### src/rtl/aolp_pkg.sv
// Shared types and constants for the ASCII order-line parser.
// Used by aolp_parse and ascii_order_line_parser_top; no dependencies.
package aolp_pkg;

  localparam int unsigned IdW    = 20;
  localparam int unsigned NumW   = 16;
  localparam int unsigned IdAccW = IdW + 1;
  localparam int unsigned NumAccW = NumW + 1;

  localparam logic [7:0] ChrComma   = 8'h2C;
  localparam logic [7:0] ChrNewline = 8'h0A;
  localparam logic [7:0] ChrBuy     = 8'h42;
  localparam logic [7:0] ChrSell    = 8'h53;
  localparam logic [7:0] ChrZero    = 8'h30;
  localparam logic [7:0] ChrNine    = 8'h39;

  localparam logic [IdW-1:0]  MaxIdReset  = IdW'(19999);
  localparam logic [NumW-1:0] MaxQtyReset = NumW'(9999);
  localparam logic [NumW-1:0] MaxPxReset  = NumW'(299);

  // Configuration register indexes
  typedef enum logic [1:0] {
    CFG_MAX_ID  = 2'd0,
    CFG_MAX_QTY = 2'd1,
    CFG_MAX_PX  = 2'd2
  } cfg_idx_e;

  typedef enum logic [1:0] {
    SIDE_NONE = 2'd0,
    SIDE_BUY  = 2'd1,
    SIDE_SELL = 2'd2
  } side_e;

  // Snapshot of one closed line, before the range checks
  typedef struct packed {
    logic               good;
    logic [IdAccW-1:0]  id;
    logic               sell;
    logic [NumAccW-1:0] qty;
    logic [NumAccW-1:0] price;
  } line_t;

endpackage

### src/rtl/aolp_parse.sv
// Byte-level parse state of the order-line parser: field tracking,
// digit accumulation and line framing. Depends on aolp_pkg.
module aolp_parse import aolp_pkg::*; (
  input  logic       clk_i,
  input  logic       rst_ni,
  input  logic       take_i,
  input  logic [7:0] text_byte_i,
  input  logic       final_byte_i,
  output logic       line_end_o,
  output line_t      line_o
);

  typedef struct packed {
    logic [2:0]         comma_count;
    logic               line_bad;
    logic               digit_seen;
    logic               prefix_open;
    logic [IdAccW-1:0]  id_accum;
    logic [NumAccW-1:0] qty_accum;
    logic [NumAccW-1:0] price_accum;
    side_e              side_code;
    logic [1:0]         side_length;
  } pstate_t;

  localparam pstate_t StateReset = '{
    comma_count: 3'd0, line_bad: 1'b0, digit_seen: 1'b0, prefix_open: 1'b1,
    id_accum: '0, qty_accum: '0, price_accum: '0,
    side_code: SIDE_NONE, side_length: 2'd0
  };

  localparam logic [IdAccW+3:0]  IdSat  = (IdAccW+4)'(1) << IdW;
  localparam logic [NumAccW+3:0] NumSat = (NumAccW+4)'(1) << NumW;

  pstate_t st_q, st_d, tb, fin_st;
  logic    is_comma, is_nl, is_digit;
  logic [3:0] digit;

  function automatic logic close_bad(pstate_t s);
    logic bad;
    bad = 1'b0;
    if (s.comma_count == 3'd1) begin
      bad = (s.side_length != 2'd1) || (s.side_code == SIDE_NONE);
    end else if (s.comma_count <= 3'd3) begin
      bad = !s.digit_seen;
    end
    return bad;
  endfunction

  // acc*10 + d, clamped at the saturation value
  function automatic logic [IdAccW-1:0] acc_id(logic [IdAccW-1:0] acc, logic [3:0] d);
    logic [IdAccW+3:0] v;
    v = {1'b0, acc, 3'b000} + {3'b000, acc, 1'b0} + (IdAccW+4)'(d);
    return (v > IdSat) ? IdSat[IdAccW-1:0] : v[IdAccW-1:0];
  endfunction

  function automatic logic [NumAccW-1:0] acc_num(logic [NumAccW-1:0] acc, logic [3:0] d);
    logic [NumAccW+3:0] v;
    v = {1'b0, acc, 3'b000} + {3'b000, acc, 1'b0} + (NumAccW+4)'(d);
    return (v > NumSat) ? NumSat[NumAccW-1:0] : v[NumAccW-1:0];
  endfunction

  assign is_comma = (text_byte_i == ChrComma);
  assign is_nl    = (text_byte_i == ChrNewline);
  assign is_digit = (text_byte_i >= ChrZero) && (text_byte_i <= ChrNine);
  assign digit    = text_byte_i[3:0];

  always_comb begin
    tb = st_q;
    if (is_comma) begin
      if (close_bad(st_q)) tb.line_bad = 1'b1;
      if (st_q.comma_count >= 3'd3) begin
        tb.line_bad    = 1'b1;
        tb.comma_count = 3'd4;
      end else begin
        tb.comma_count = st_q.comma_count + 3'd1;
      end
      tb.digit_seen  = 1'b0;
      tb.prefix_open = 1'b1;
    end else if (st_q.comma_count == 3'd1) begin
      if (st_q.side_length == 2'd0) begin
        tb.side_code = (text_byte_i == ChrBuy)  ? SIDE_BUY  :
                       (text_byte_i == ChrSell) ? SIDE_SELL : SIDE_NONE;
      end
      if (st_q.side_length < 2'd2) tb.side_length = st_q.side_length + 2'd1;
    end else if (st_q.comma_count <= 3'd3) begin
      if (st_q.prefix_open && is_digit) begin
        tb.digit_seen = 1'b1;
        unique case (st_q.comma_count)
          3'd0:    tb.id_accum    = acc_id(st_q.id_accum, digit);
          3'd2:    tb.qty_accum   = acc_num(st_q.qty_accum, digit);
          default: tb.price_accum = acc_num(st_q.price_accum, digit);
        endcase
      end else begin
        tb.prefix_open = 1'b0;
      end
    end
  end

  // A newline ends the line without being parsed as text
  assign fin_st     = is_nl ? st_q : tb;
  assign line_end_o = is_nl || final_byte_i;

  always_comb begin
    line_o.good  = !(fin_st.line_bad || close_bad(fin_st)) && (fin_st.comma_count == 3'd3);
    line_o.id    = fin_st.id_accum;
    line_o.sell  = (fin_st.side_code == SIDE_SELL);
    line_o.qty   = fin_st.qty_accum;
    line_o.price = fin_st.price_accum;
  end

  always_comb begin
    st_d = st_q;
    if (take_i) st_d = line_end_o ? StateReset : tb;
  end

  always_ff @(posedge clk_i or negedge rst_ni) begin
    if (!rst_ni) begin
      st_q <= StateReset;
    end else begin
      st_q <= st_d;
    end
  end

endmodule

### src/rtl/ascii_order_line_parser_top.sv
// Top level of the ASCII order-line parser: config registers, closed-line
// stage, range check and output register. Depends on aolp_pkg, aolp_parse.
//
//  channel | signals                               | carries
//  --------+---------------------------------------+---------------------------
//  in      | in_valid_i / in_ready_o               | text_byte_i, final_byte_i
//  out     | out_valid_o / out_ready_i             | order_id/side/quantity/price
//  cfg     | cfg_we_i, cfg_idx_i, cfg_data_i       | max_order_id/quantity/price
//
// One byte is taken per clock while in_ready_o is high. A line's order passes
// from its closing byte through the closed-line register and then the output
// register. The closed-line register and output register form a two-deep
// queue, so input stalls only when both are full and the output is held.
// Reset clears the parse state and loads the default limits.
module ascii_order_line_parser_top import aolp_pkg::*; (
  input  logic            clk_i,
  input  logic            rst_ni,
  input  logic            in_valid_i,
  output logic            in_ready_o,
  input  logic [7:0]      text_byte_i,
  input  logic            final_byte_i,
  output logic            out_valid_o,
  input  logic            out_ready_i,
  output logic [IdW-1:0]  order_id_o,
  output logic            order_side_o,
  output logic [NumW-1:0] order_quantity_o,
  output logic [NumW-1:0] order_price_o,
  input  logic            cfg_we_i,
  input  logic [1:0]      cfg_idx_i,
  input  logic [IdW-1:0]  cfg_data_i
);

  logic [IdW-1:0]  max_id_q;
  logic [NumW-1:0] max_qty_q, max_px_q;

  logic  take, line_end, cl_move, ok;
  line_t line, cl_q;
  logic  cl_valid_q, out_valid_q;
  logic [IdW-1:0]  id_q;
  logic            side_q;
  logic [NumW-1:0] qty_q, px_q;

  always_ff @(posedge clk_i or negedge rst_ni) begin
    if (!rst_ni) begin
      max_id_q  <= MaxIdReset;
      max_qty_q <= MaxQtyReset;
      max_px_q  <= MaxPxReset;
    end else if (cfg_we_i) begin
      unique case (cfg_idx_e'(cfg_idx_i))
        CFG_MAX_ID:  max_id_q  <= cfg_data_i;
        CFG_MAX_QTY: max_qty_q <= cfg_data_i[NumW-1:0];
        CFG_MAX_PX:  max_px_q  <= cfg_data_i[NumW-1:0];
        default: ;
      endcase
    end
  end

  assign cl_move    = !out_valid_q || out_ready_i;
  assign in_ready_o = !cl_valid_q || cl_move;
  assign take       = in_valid_i && in_ready_o;

  aolp_parse u_parse (
    .clk_i        (clk_i),
    .rst_ni       (rst_ni),
    .take_i       (take),
    .text_byte_i  (text_byte_i),
    .final_byte_i (final_byte_i),
    .line_end_o   (line_end),
    .line_o       (line)
  );

  // Hold the closed line until the output register can take it
  always_ff @(posedge clk_i or negedge rst_ni) begin
    if (!rst_ni) begin
      cl_valid_q <= 1'b0;
    end else if (take && line_end) begin
      cl_valid_q <= 1'b1;
    end else if (cl_move) begin
      cl_valid_q <= 1'b0;
    end
  end

  always_ff @(posedge clk_i) begin
    if (take && line_end) cl_q <= line;
  end

  assign ok = cl_q.good
           && (cl_q.id <= {1'b0, max_id_q})
           && (cl_q.qty != '0) && (cl_q.qty <= {1'b0, max_qty_q})
           && (cl_q.price != '0) && (cl_q.price <= {1'b0, max_px_q});

  // Drop lines that fail the checks
  always_ff @(posedge clk_i or negedge rst_ni) begin
    if (!rst_ni) begin
      out_valid_q <= 1'b0;
    end else if (cl_move) begin
      out_valid_q <= cl_valid_q && ok;
    end
  end

  always_ff @(posedge clk_i) begin
    if (cl_move && cl_valid_q && ok) begin
      id_q   <= cl_q.id[IdW-1:0];
      side_q <= cl_q.sell;
      qty_q  <= cl_q.qty[NumW-1:0];
      px_q   <= cl_q.price[NumW-1:0];
    end
  end

  assign out_valid_o      = out_valid_q;
  assign order_id_o       = id_q;
  assign order_side_o     = side_q;
  assign order_quantity_o = qty_q;
  assign order_price_o    = px_q;

  a_qty_px_nonzero: assert property (@(posedge clk_i) disable iff (!rst_ni)
    out_valid_o |-> (order_quantity_o != '0) && (order_price_o != '0))
    else $error("order with zero quantity or price");

  a_stall_cause: assert property (@(posedge clk_i) disable iff (!rst_ni)
    !in_ready_o |-> cl_valid_q && out_valid_q && !out_ready_i)
    else $error("input stalled without a full queue");

  a_cl_hold: assert property (@(posedge clk_i) disable iff (!rst_ni)
    cl_valid_q && !cl_move |=> cl_valid_q && $stable(cl_q))
    else $error("closed line lost while output stalled");

endmodule

### config.mk
export PLATFORM = sky130hd
export DESIGN_NAME = ascii_order_line_parser_top
export DESIGN_NICKNAME = d
export VERILOG_FILES = /design/src/rtl/aolp_pkg.sv /design/src/rtl/aolp_parse.sv /design/src/rtl/ascii_order_line_parser_top.sv
export SDC_FILE = /design/constraint.sdc
export NUM_CORES = 1
export LEC_CHECK = 0
export ABC_AREA = 1
export BUFFER_PORTS_ARGS = -buffer_cell sky130_fd_sc_hd__buf_2
export CORE_ASPECT_RATIO = 0.8
export CORE_UTILIZATION = 35
export DETAILED_ROUTE_END_ITERATION = 16
export MAX_ROUTING_LAYER = met4
export SYNTH_ARGS = -nofsm -noshare
export SYNTH_HDL_FRONTEND = slang
export SYNTH_SLANG_ARGS = --single-unit
### constraint.sdc
create_clock -name clk_i -period 5.7 [get_ports clk_i]
set_input_delay 0.855 -clock clk_i [delete_from_list [all_inputs] [get_ports clk_i]]
set_output_delay 0.855 -clock clk_i [all_outputs]
set_load 0.02 [all_outputs]
Word level (Yosys, flattened, before mapping)
Index checks and enable logic that the tools add are counted.

word-level totals
  flip-flop bits (word level) = 229
  input port bits = 36
  output and inout bits = 55
  word-level logic and storage cells = 123

cells by class
  add/sub/neg operators = 8
  magnitude comparators = 12
  equality and inequality tests = 13
  mux-type cells = 31
  reductions and logical operators = 36

operators with widths
  cell                                                             number
  two-way mux 65 bit                                               2
  two-way mux 57 bit                                               2
  two-way mux 17 bit                                               4
  two-way mux 59 bit                                               1
  two-way mux 55 bit                                               1
  adder 20 x 18 -> 21 bit                                          2
  adder 21 x 4 -> 21 bit                                           2
  greater-than comparator 21 x 17 -> 1 bit, second input constant  2
  two-way mux 21 bit                                               2
  less-or-equal comparator 17 x 16 -> 1 bit                        2
  nonzero test 17 bit                                              2
  adder 24 x 22 -> 25 bit                                          1
  adder 25 x 4 -> 25 bit                                           1
  greater-than comparator 25 x 21 -> 1 bit, second input constant  1
  less-or-equal comparator 21 x 20 -> 1 bit                        1
  == test 8 x 7 -> 1 bit, second input constant                    2
  logical AND 1 bit                                                13
  two-way mux 1 bit                                                11
  two-way mux 2 bit                                                5
  == test 8 x 4 -> 1 bit, second input constant                    1
  == test 8 x 6 -> 1 bit, second input constant                    1
  >= comparator 8 x 6 -> 1 bit, second input constant              1
  less-or-equal comparator 8 x 6 -> 1 bit, second input constant   1
  zero test 2 bit                                                  4
  other kinds (18)                                                 35

Logic depth before layout (Yosys ltp)
Gate-level depths: netlist of run 1.

  depth in word-level cells = 16
  gate-level depth with buffers = 23
  gate-level depth less buffers = 22

By module
Synthesis of run 1 repeated with hierarchy kept, for this count alone.

unflattened totals
  cells, all modules = 1990
  area total of the unflattened synthesis = 15656.3 um^2

modules (own cells, without submodules)
  module                       instances  cells an instance  area each (um^2)  seq. area each (um^2)
  aolp_parse                   1          1390               8698.3            1627.8
  ascii_order_line_parser_top  1          600                6957.9            4682.0

Worst setup path after synthesis of run 1
Ideal clock, no wire load.

  path type = in2reg
  from = in out_ready_i
  to = reg cl_q[0] (netlist bit) (enable)
  library setup time = 0.473 ns
  arrival time = 3.912 ns
  required time = 5.227 ns
  setup slack = 1.315 ns
  cell stages on the path = 5
  cells stage by stage = nor2_1 nand2_1 nand2_1 clkbuf_1 nor2_1

on the way
  longest elaborated chain between the ends = 4

ends and longest elaborated chain
  element               line                               source
  start, declared       ascii_order_line_parser_top.sv:23  input logic out_ready_i,
  logical OR 1 bit      ascii_order_line_parser_top.sv:58  assign cl_move = !out_valid_q || out_ready_i;
  logical OR 1 bit      ascii_order_line_parser_top.sv:59  assign in_ready_o = !cl_valid_q || cl_move;
  via in_ready_o        ascii_order_line_parser_top.sv:19  output logic in_ready_o,
  logical AND 1 bit     ascii_order_line_parser_top.sv:60  assign take = in_valid_i && in_ready_o;
  logical AND 1 bit     ascii_order_line_parser_top.sv:84  if (take && line_end) cl_q <= line;
  end signal, assigned  ascii_order_line_parser_top.sv:84
  end, declared         ascii_order_line_parser_top.sv:37  line_t line, cl_q;

The timed path passes the listed nets, and every way through them passes these cells.
A chain may end at the register's enable or synchronous reset.

Final worst setup path of run 1
  from = in text_byte_i[3]
  to = reg u_parse.st_q[51] (netlist bit)

on the way
  longest elaborated chain between the ends = 9

ends and longest elaborated chain
  element                                   line                               source
  start, declared                           ascii_order_line_parser_top.sv:20  input logic [7:0] text_byte_i,
  adder 25 x 4 -> 25 bit                    aolp_parse.sv:52                   v = {1'b0, acc, 3'b000} + {3'b000, acc, 1'b0} + (IdAccW+4)'(d);
  greater-than comparator 25 x 21 -> 1 bit  aolp_parse.sv:53                   return (v > IdSat) ? IdSat[IdAccW-1:0] : v[IdAccW-1:0];
  two-way mux 21 bit                        aolp_parse.sv:53
  two-way mux 21 bit                        aolp_parse.sv:88                   unique case (st_q.comma_count)
  two-way mux 55 bit                        aolp_parse.sv:86                   if (st_q.prefix_open && is_digit) begin
  two-way mux 57 bit                        aolp_parse.sv:85                   end else if (st_q.comma_count <= 3'd3) begin
  two-way mux 57 bit                        aolp_parse.sv:79                   end else if (st_q.comma_count == 3'd1) begin
  two-way mux 59 bit                        aolp_parse.sv:69                   if (is_comma) begin
  two-way mux 65 bit *                      aolp_parse.sv:113                  if (take_i) st_d = line_end_o ? StateReset : tb;
  end signal, assigned                      aolp_parse.sv:118                  st_q <= StateReset;
  end signal, assigned                      aolp_parse.sv:120                  st_q <= st_d;
  end, declared                             aolp_parse.sv:34                   pstate_t st_q, st_d, tb, fin_st;

Every way passes the cells marked *; elsewhere a longest branch is shown, timed or not.

==> impl_metrics.json, run 1 <==
{
  "grt_pass1_wl_um": 69100,
  "ctsResizeCount": 0,
  "cp_cell_sequence": "buf_2 > inv_1 > fa_1 > inv_1 > fa_1 > nand3_1 > nand2_1 > nand2_1 > nand2_1 > nor2_1 > nand2_1 > nor2_1 > nand3_1 > nor2_1 > nand2_1 > nand2_1 > nand3_1 > nand2_1 > nand2_1 > nand2_1",
  "synth_top_area_frac": 0.218,
  "cts-buffers-inserted": 25,
  "critPathBufInv": 3,
  "holdPathStages": 0,
  "fin_tns_setup_ns": 0,
  "synth_cells": 1954,
  "crit_required_ns": 6.16,
  "n_fill_cell": 4318,
  "insertion_delay_ns": 0.52,
  "crit_family": "simple AND/OR/NAND/NOR gates",
  "worstHoldEndpoint": "order_side_o",
  "cts-root-buf": "clkbuf_16",
  "start_kind": "input port",
  "slew_viol_final": 0,
  "slowest_stage": "fa_1",
  "dr.pass1.iters": 6,
  "crit_fanout": 20,
  "fin_cells": 2607,
  "path_class": "in -> reg",
  "rsz0062_at_grt": "no",
  "finalWorstSetupSlack_ns": 1.77,
  "cap_viol_max_count": 0,
  "antenna_found_initial": 0,
  "n_antenna_cell": 0,
  "synth_ff_type": "edfxtp_1",
  "start_util": 0.358,
  "finalCriticalPeriod_ns": 3.93,
  "async_flop_share": 0.520,
  "num_rows": 67,
  "yosys.area.top_type": "edfxtp_1",
  "syn_nets": 2163,
  "gp_congestion": 0.929,
  "rr_worst_depth": 19,
  "synth-edff-count": 110,
  "layout.nets": 2245,
  "first_global_vias": 12445,
  "critPathMostFrequentCell": "nand2_1",
  "final-hold-violation-count": 0,
  "timing.fmax_mhz": 255,
  "syn_to_final_growth_pct": 12.2,
  "die_area_mm2": 0.0442,
  "finalCritPeriodShare": 0.689,
  "cp-end-kind": "flop",
  "clock_path_buffers": 3,
  "pre_cts_ws_ns": 1.28,
  "grt_start_max_net_pins": 83,
  "cts_tree": "yes",
  "h-tree-depth": 1,
  "core_mm2": 0.0423,
  "dp_cells": 2561,
  "final_layout_size_suffix_gt1_frac": 0.0871,
  "rrSetupSlack_ns": 2.02,
  "multi_input_area_mm2": 0.00776,
  "p_per_area_mw_per_mm2": 227,
  "synth_seq_cells": 229,
  "fin_worst_skew_ns": 0.0103,
  "hpwlAfterDp_um": 33700,
  "dr.first_iter.drc_count": 974,
  "synth.distinct_cells": 45,
  "status": "completed",
  "finalSetupViolCount": 0,
  "drc": 0,
  "dieWidth_um": 235,
  "io_pins": 91,
  "slowest_delay_ns": 0.57,
  "cts_hold_buf": 0,
  "vias": 13134,
  "timing.rr.start": "u_parse.st_q[38]",
  "numPortBuffers": 90,
  "synthTopCellsByArea": "edfxtp_1, nand2_1, dfrtp_1",
  "cts_num_sinks": 229,
  "synth.cell_area_mm2": 0.0152,
  "timing.rr.end": "u_parse.st_q[51]",
  "grt-ovfl-total": 0,
  "min_from": "cl_q[34]",
  "ys_seq_area_frac": 0.416,
  "wire_per_inst_um": 16.6,
  "wl_um": 43300,
  "avgViaCountPerCell": 5.04,
  "irDropWorstVdd_v": 0.000184,
  "antenna_left": 0,
  "regArea_mm2": 0.00631,
  "post_cts_buffers": 0,
  "grt.total_usage": 0.203,
  "relSlewSlack": 0.244,
  "hp-class": "reg -> reg",
  "syn_area_per_cell_um2": 7.76,
  "tightest_slew_ns": 1.13,
  "die_h_um": 188,
  "synth_warnings": 0,
  "arrival_ns": 4.38,
  "path_clk_slew_ns": 0.06,
  "p_leak_nw": 8.82
}
layer usage:
metal | share of wire | global-route usage | up-vias
met5 | 0 | - | -
met3 | 0.059 | 0.0252 | 63
met2 | 0.42 | 0.299 | 375
met4 | 0.025 | 0.0514 | 0
met1 | 0.49 | 0.293 | 6124
li1 | - | - | 6572
power breakdown:
part / internal (mW) / total (mW) / leakage [nW] / switching (mW)
combinational: 0.121 / 0.359 / 5.85 / 0.238
clock: 0.956 / 1.64 / 0.412 / 0.682
sequential: 1.83 / 1.87 / 2.56 / 0.0465
total: 2.90 / 3.87 / 8.82 / 0.967
through the flow:
stage / utilization / cell area [um^2] / hold WS, ns / power (mW)
after floorplan: - / 15200 / 0.400 / 2.12
after global placement: 0.383 / 16200 / 0.417 / 2.25
after detailed placement: 0.383 / 16200 / 0.413 / 2.26
after CTS: 0.402 / 17000 / 0.428 / 3.91
after global routing: 0.402 / 17000 / 0.437 / 4.04
final: 0.402 / 17000 / 0.423 / 3.87
state kept, by name, summed over array words and instances (netlist names):
| register | flops |
|---|---|
| order_price_o | 16 |
| cl_valid_q | 1 |
| out_valid_o | 1 |
| u_parse.st_q | 65 |
| order_id_o | 20 |
| cl_q | 57 |
| max_id_q | 20 |
| order_quantity_o | 16 |
| max_px_q | 16 |
| order_side_o | 1 |
| max_qty_q | 16 |
Yosys cell counts (2+ instances only):
| library cell | instances |
|---|---|
| and2_1 | 5 |
| o211ai_1 | 2 |
| nand2_1 | 682 |
| buf_4 | 2 |
| fa_1 | 6 |
| xor2_1 | 5 |
| inv_2 | 4 |
| nand3_1 | 150 |
| xnor2_1 | 2 |
| a21o_1 | 2 |
| o22ai_1 | 7 |
| ha_1 | 167 |
| inv_1 | 242 |
| nand4_1 | 30 |
| nor2_2 | 3 |
| nor2_1 | 134 |
| or2_1 | 2 |
| dfstp_2 | 23 |
| nor4_1 | 12 |
| nand3b_1 | 10 |
| o21ai_0 | 78 |
| buf_6 | 2 |
| dfrtp_1 | 96 |
| edfxtp_1 | 110 |
| clkbuf_1 | 21 |
| buf_2 | 12 |
| a21oi_1 | 92 |
| buf_1 | 6 |
| nor3_1 | 20 |
| a211oi_1 | 5 |
| o21bai_1 | 8 |
worst max path at each step:
stage                         startpoint               end  cells past startpoint
final                     text_byte_i[3]  u_parse.st_q[51]                     20
after global routing      text_byte_i[3]  u_parse.st_q[51]                     20
after CTS                 text_byte_i[3]  u_parse.st_q[51]                     20
after detailed placement  text_byte_i[3]  u_parse.st_q[51]                     20
after global placement    text_byte_i[3]  u_parse.st_q[51]                     20
after floorplan              out_ready_i           cl_q[0]                      5
worst register-to-register path: cells and delay by family (launching register included):
kind / cells / cell delay, ns
fa+ha+maj: 2 / 1.01
buf+inv: 2 / 0.15
flops: 1 / 0.42
simple gates: 15 / 2.04
cells by family after synthesis:
family | count (synthesis) | synth area share
flops | 229 | 0.416
compound gates | 204 | 0.0732
fa+ha+maj | 173 | 0.146
xor+xnor | 7 | 0.00404
simple gates | 1052 | 0.287
buf+inv | 289 | 0.0740
final cells by class:
class	instances	area share
Sequential cell	229	0.371
Multi-Input combinational cell	1436	0.456
Timing Repair Buffer	98	0.0301
Inverter	246	0.0542
Tap cell	552	0.0406
Clock buffer	27	0.0378
Clock inverter	19	0.0108
placed cells by master (no fill, tap or decap), drive strengths merged:
master	instances
dfrtp	96
a21boi	2
nor4	12
nor2	138
and2	5
clkinv	13
clkinvlp	1
clkbuf	27
fa	6
a211oi	5
nand3b	10
bufinv	3
buf	98
dfstp	23
o21ai	80
a21o	2
inv	248
a31oi	1
xor2	5
edfxtp	110
a32o	1
nor3b	2
o21a	1
ha	167
o211ai	2
a21oi	92
nand4	30
o31ai	1
nand2	682
or2	2
nor3	20
nand3	151
o21bai	9
o22ai	7
xnor2	2
o2111ai	1
Power figures use the tool's default switching activity.
==> inputs of run 2 (changes only) <==
- clock period: 5.7 -> 4 ns (I/O delays scaled with it)
==> run 2 against run 1 <==
Register-to-register slack lost 1.3 ns; clock skew rose by 0.018 ns; combinational power grew 46%; hold slack worse by 0.21 ns; global-route usage rose by 0.38 points; first-iteration DRC count down 0.82%; sequential power is 43% higher; routed wire length is 1.6% higher; utilization is 0.77 points higher; cell count rose by 0.54%; via count is essentially flat; count of clock-buffer cells in the layout rose by 2; largest cell class unchanged; largest power group is now clock.
==> impl_metrics.json, run 2 (same netlist as run 1, synthesis figures left out) <==
{
  "arrival_ns": 3.58,
  "reg.largest.list": "u_parse.st_q: 65 flops, cl_q: 57 flops",
  "crit_required_ns": 4.29,
  "cap_viol_max_count": 0,
  "vias": 13127,
  "relSlewSlack": 0.298,
  "fin_worst_skew_ns": 0.0281,
  "core_mm2": 0.0423,
  "critPathBufInv": 1,
  "p_leak_nw": 8.97,
  "syn_to_final_growth_pct": 14.4,
  "critPathMostFrequentCell": "nand2_1",
  "largest_register_ffs": 65,
  "grt_pass1_wl_um": 70000,
  "finalCritPeriodShare": 0.824,
  "cts_hold_buf": 0,
  "antenna_left": 0,
  "cts-root-buf": "clkbuf_16",
  "layout_commonest_cell": "nand2_1",
  "cts_num_sinks": 229,
  "finalPower_mw": 6.08,
  "fin_cells": 2621,
  "dr.pass1.iters": 5,
  "grt_start_max_net_pins": 63,
  "wire_per_inst_um": 16.8,
  "crit_fanout": 16,
  "start_util": 0.358,
  "slowest_stage": "fa_1",
  "slew_viol_final": 0,
  "irDropWorstVdd_v": 0.000280,
  "io_pins": 91,
  "die_h_um": 188,
  "finalSetupViolCount": 0,
  "hp-class": "in -> async",
  "start_kind": "flop",
  "path_clk_slew_ns": 0.07,
  "tightest_slew_ns": 1.05,
  "finalCriticalPeriod_ns": 3.30,
  "timing.fmax_mhz": 303,
  "final_cell_mix": "nand2_1, inv_1, ha_1",
  "hold_slack_ns": 0.210,
  "largest_register": "u_parse.st_q",
  "path_class": "reg -> reg",
  "die_area_mm2": 0.0442,
  "hpwlAfterDp_um": 34300,
  "wl_um": 43900,
  "p_per_area_mw_per_mm2": 350,
  "n_antenna_cell": 0,
  "rsz0062_at_grt": "no",
  "cp_cell_sequence": "fa_1 > fa_1 > nand2_1 > nand3_1 > nand3_1 > nand2_1 > nand2_1 > nand2_1 > a21oi_1 > xnor2_1 > o21ai_2 > buf_4 > nand3_1 > nand2_1",
  "grt.total_usage": 0.206,
  "antenna_found_initial": 0,
  "ctsResizeCount": 0,
  "h-tree-depth": 1,
  "cts_tree": "yes",
  "first_global_vias": 12675,
  "gp_congestion": 0.938,
  "cts-buffers-inserted": 27,
  "num_rows": 67,
  "n_fill_cell": 4280,
  "avgViaCountPerCell": 5.01,
  "grt-ovfl-total": 0,
  "layout.nets": 2257,
  "crit_family": "adder cells",
  "status": "completed",
  "post_cts_buffers": 0,
  "dr.first_iter.drc_count": 966,
  "dieWidth_um": 235,
  "final_layout_size_suffix_gt1_frac": 0.0928,
  "dp_cells": 2571,
  "slowest_delay_ns": 0.59,
  "drc": 0,
  "fin_tns_setup_ns": 0,
  "numPortBuffers": 90,
  "final-hold-violation-count": 0,
  "insertion_delay_ns": 0.56,
  "cp-end-kind": "flop",
  "rrSetupSlack_ns": 0.70,
  "clock_path_buffers": 3
}
[run 2: cell types whose count changed in the layout (fill, tap and decap cells not counted), sizes merged]
| cell | before | now |
|---|---|---|
| buf | 98 | 108 |
| bufinv | 3 | 9 |
| clkinv | 13 | 9 |
| clkbuf | 27 | 29 |
[run 2: area by class of cell]
type / instances / area (um^2) / area share
multi-input combinational: 1436 / 7760 / 0.447
sequential: 229 / 6310 / 0.364
inverter: 246 / 923 / 0.0532
tap: 552 / 691 / 0.0398
clock buffer: 29 / 683 / 0.0394
timing repair buffer: 108 / 626 / 0.0361
clock inverter: 21 / 359 / 0.0207
[run 2: power by group]
part	leakage, nW	switching [mW]	internal, mW
sequential	2.56	0.0692	2.60
clock	0.506	1.05	1.83
combinational	5.91	0.346	0.179
[run 2: worst paths after layout]
kind / startpoint / endpoint / depth (start not counted)
min in group clk_i: cfg_data_i[16] / max_id_q[16] / 3
hold reg to reg: cl_q[34] / order_side_o / 0
setup / recovery: u_parse.st_q[21] / cl_q[24] / 14
max in group asynchronous: rst_ni / max_qty_q[13] / 2
setup reg to reg: u_parse.st_q[21] / cl_q[24] / 14
hold / removal: rst_ni / u_parse.st_q[27] / 1
[run 2: per-layer routing]
| metal | vias to the layer above | global-route usage | part of all wire |
|---|---|---|---|
| met5 | - | - | 0 |
| met4 | 0 | 0.0476 | 0.023 |
| met3 | 58 | 0.0270 | 0.048 |
| met2 | 305 | 0.310 | 0.43 |
| met1 | 6164 | 0.295 | 0.50 |
| li1 | 6600 | - | - |
[run 2: stage by stage]
stage	util	setup WS (ns)	instance area (um^2)
floorplan	-	0.582	15200
global placement	0.385	0.363	16300
detailed placement	0.385	0.302	16300
CTS	0.410	0.735	17400
global route	0.410	0.455	17400
finish	0.410	0.704	17400
